===== src/sv/mbt_ram.sv =====
`default_nettype none

module mbt_ram #(
    parameter int WIDTH = 24,
    parameter int DEPTH = 32
) (
    input  wire logic                                   aclk,
    input  wire logic                                   wr_en,
    input  wire logic [(DEPTH > 1 ? $clog2(DEPTH) : 1)-1:0] wr_addr,
    input  wire logic [WIDTH-1:0]                       wr_data,
    input  wire logic [(DEPTH > 1 ? $clog2(DEPTH) : 1)-1:0] rd_addr,
    output logic      [WIDTH-1:0]                       rd_data
);

    logic [WIDTH-1:0] mem [DEPTH];

    // One write port and one registered read port.
    always_ff @(posedge aclk) begin
        if (wr_en) begin
            mem[wr_addr] <= wr_data;
        end
        rd_data <= mem[rd_addr];
    end

endmodule

`default_nettype wire


===== config.mk =====
export PLATFORM = sky130hd
export DESIGN_NAME = mbt_ram
export DESIGN_NICKNAME = d
export VERILOG_FILES = /design/src/sv/mbt_ram.sv
export SDC_FILE = /design/constraint.sdc
export NUM_CORES = 1
export LEC_CHECK = 0
export ABC_AREA = 1
export BUFFER_PORTS_ARGS = -buffer_cell sky130_fd_sc_hd__buf_4
export CORE_MARGIN = 4
export CORE_UTILIZATION = 45
export CTS_CLUSTER_DIAMETER = 150
export DETAILED_ROUTE_END_ITERATION = 8
export GPL_ROUTABILITY_DRIVEN = 0
export PLACE_DENSITY_LB_ADDON = 0.1
export SETUP_SLACK_MARGIN = 0.05
export SLEW_MARGIN = 40
export SYNTH_ARGS = -nofsm -noshare
export SYNTH_HDL_FRONTEND = slang
export SYNTH_SLANG_ARGS = --single-unit

===== constraint.sdc =====
create_clock -name aclk -period 5.7 [get_ports aclk]
set_input_delay 1.14 -clock aclk [delete_from_list [all_inputs] [get_ports aclk]]
set_output_delay 1.14 -clock aclk [all_outputs]
set_load 0.02 [all_outputs]

==> reports/qor.yml <==
worstPathRequired_ps: 6210
ys_ff_latch: 792
drive_gt1_share_pct: 10.0
start_util_pct: 45.4
layout_min_cycle_time_ps: 3050
grt_pass1_vias: 19100
fin_crit_sh_pct: 53.4
cp_max_fo: 123
syn-cell-area_um2: 31800
min_path_type: "reg2reg"
status: "complete, no violations"
io_pins: 60
drtIter0Drc: 2015
avgSynthCellArea_um2: 11.9
max_cap_viol_count: 0
hold_viol: 0
syn_nets: 2701
power.density_nw_per_um2: 353
crit_arrival_ps: 3560
holdPathEnd: "rd_data[6]$_DFF_P_"
clkSinkCount: 792
cts_resized: 0
rows: 97
end_kind: "flip-flop"
setup_tns_ps: 0
cts_buffer_depth: 3
core_um2: 70000
tightest_slew_ps: 868
critPathKind: "in2reg"
whs_path_depth: 8
syn2layout_area_growth_pct: 13.8
wl_um: 87700
grt_pass1_wl_um: 129000
numCtsBuffers: 84
cts_root_buf: "clkbuf_16"
fmax_ghz: 0.328
peakVddDrop_mv: 0.223
dieHeight_um: 274
vias: 20100
final_nets: 2740
max_slew_margin_pct: 42.0
wire_per_inst_um: 23.6
antenna_found_initial: 7
postLayoutCoreUtil_pct: 51.6
holdBufCountCts: 0
design.die.area_um2: 74900
gr-total-overflow: 0
min-delay-start: "mem[11][6]$_DFFE_PP_"
port_buffers: 59
grt.total_usage_pct: 23.3
first_pass_iters: 5
slew_violations: 0
remaining_drc_errors: 0
yosysWarnings: 0
ys_seq_area_share_pct: 74.1
via_per_inst: 5.42
htreeDepth: 3
clock_skew_ps: 26.3
leakagePower_nw: 13.2
postSynthCellCount: 2665
yosysUniqueCellTypes: 14
antenna_left: 0
r2r_slack_ps: 4490
rr_endpoint: "rd_data[23]$_DFF_P_"
p_total_mw: 12.7
clk_pin_slew_ps: 60
grt_max_degree: 137
post_cts_buffers: 0
fp.dieW_um: 274
rsz0062_at_grt: "false"
worst_hold_slack_ps: 748
cts_tree: "done"
r2r-start: "mem[29][23]$_DFFE_PP_"
dp_hpwl_um: 47300
setup_viol: 0
reg2reg_depth: 8
clock_latency_ps: 620
worstSetupStartpointType: "input pin"
==> through the flow <==
stage / std cells / instance area (um^2) / setup WS [ps]
floorplan: 2665 / 31800 / 2830
global placement: 3532 / 32900 / 1940
detailed placement: 3558 / 33400 / 2000
CTS: 3712 / 36100 / 2660
global route: 3714 / 36100 / 2420
finish: 3714 / 36100 / 2650
==> metal layers <==
| layer | global-route usage [%] | vias to the layer above | wire length, um |
|---|---|---|---|
| li1 | - | 9377 | - |
| met1 | 33.6 | 9995 | 38600 |
| met2 | 37.2 | 636 | 41100 |
| met3 | 3.63 | 115 | 5910 |
| met4 | 6.62 | 0 | 2060 |
| met5 | 0.0658 | - | 0 |
==> placed cells by master (no fill, tap or decap), types with 7 or more instances in the layout <==
cell type	instances
clkinv_1	11
buf_8	19
dfxtp_1	24
bufinv_16	8
nor2_4	32
edfxtp_1	768
clkbuf_8	8
clkbuf_16	87
buf_4	80
buf_16	7
clkbuf_1	20
clkinv_2	13
nand3_1	585
nand2_1	1080
==> critical path: stages <==
cell and delay, ps:
buf_8 460, clkinv_8 540, buf_12 400, nand2_1 160, nand3_1 80, nand3_1 150, nand2_1 70, nand2_1 60
nand2_1 110, nand2_1 70, nand2_1 70
==> kinds of logic after synthesis <==
family | count (synthesis) | share of synthesized area (%)
buffers and inverters | 173 | 3.47
flip-flops | 792 | 74.1
AND/OR/NAND/NOR | 1700 | 22.4
==> final cells by class <==
| class | instances | area, um^2 |
|---|---|---|
| diodes | 2 | 5.00 |
| clock buffers | 115 | 2360 |
| clock inverters | 39 | 402 |
| fillers | 6055 | 33900 |
| inverters | 10 | 60.1 |
| multi-input cells | 1700 | 7370 |
| flip-flops and latches | 792 | 23500 |
| well taps | 940 | 1180 |
| repair buffers | 116 | 1230 |
==> Yosys cell counts <==
master       n  area, um^2
dfxtp_1     24         480
edfxtp_1   768       23100
inv_1        7        26.3
nand2_1   1080        4050
buf_1        5        18.8
buf_2       99         495
nand3_1    588        2940
clkbuf_1    13        48.8
nor2_1      32         120
inv_6        1        8.76
buf_8        1        15.0
buf_6       38         428
inv_2        2        7.51
buf_4        7        52.6
==> flip-flops by register name, summed over array words and instances (netlist names) <==
signal,cells
mem,768
rd_data,24
==> worst max-delay path by stage <==
stage	from	to	slack [ps]	depth (start not counted)
2_1_floorplan	wr_addr[0]	mem[0][0]$_DFFE_PP_	2830	3
3_3_place_gp	rd_addr[1]	rd_data[23]$_DFF_P_	1940	10
3_5_place_dp	rd_addr[0]	rd_data[17]$_DFF_P_	2000	11
4_1_cts	rd_addr[0]	rd_data[17]$_DFF_P_	2660	11
5_1_grt	rd_addr[0]	rd_data[15]$_DFF_P_	2420	11
6_report	rd_addr[0]	rd_data[13]$_DFF_P_	2650	11
==> power by group <==
part	leakage (nW)	switching [mW]	internal, mW
registers	7.12	0.0484	6.47
logic	4.70	0.565	0.205
clock network	1.34	2.20	3.26
(Power assumes the default switching activity.)
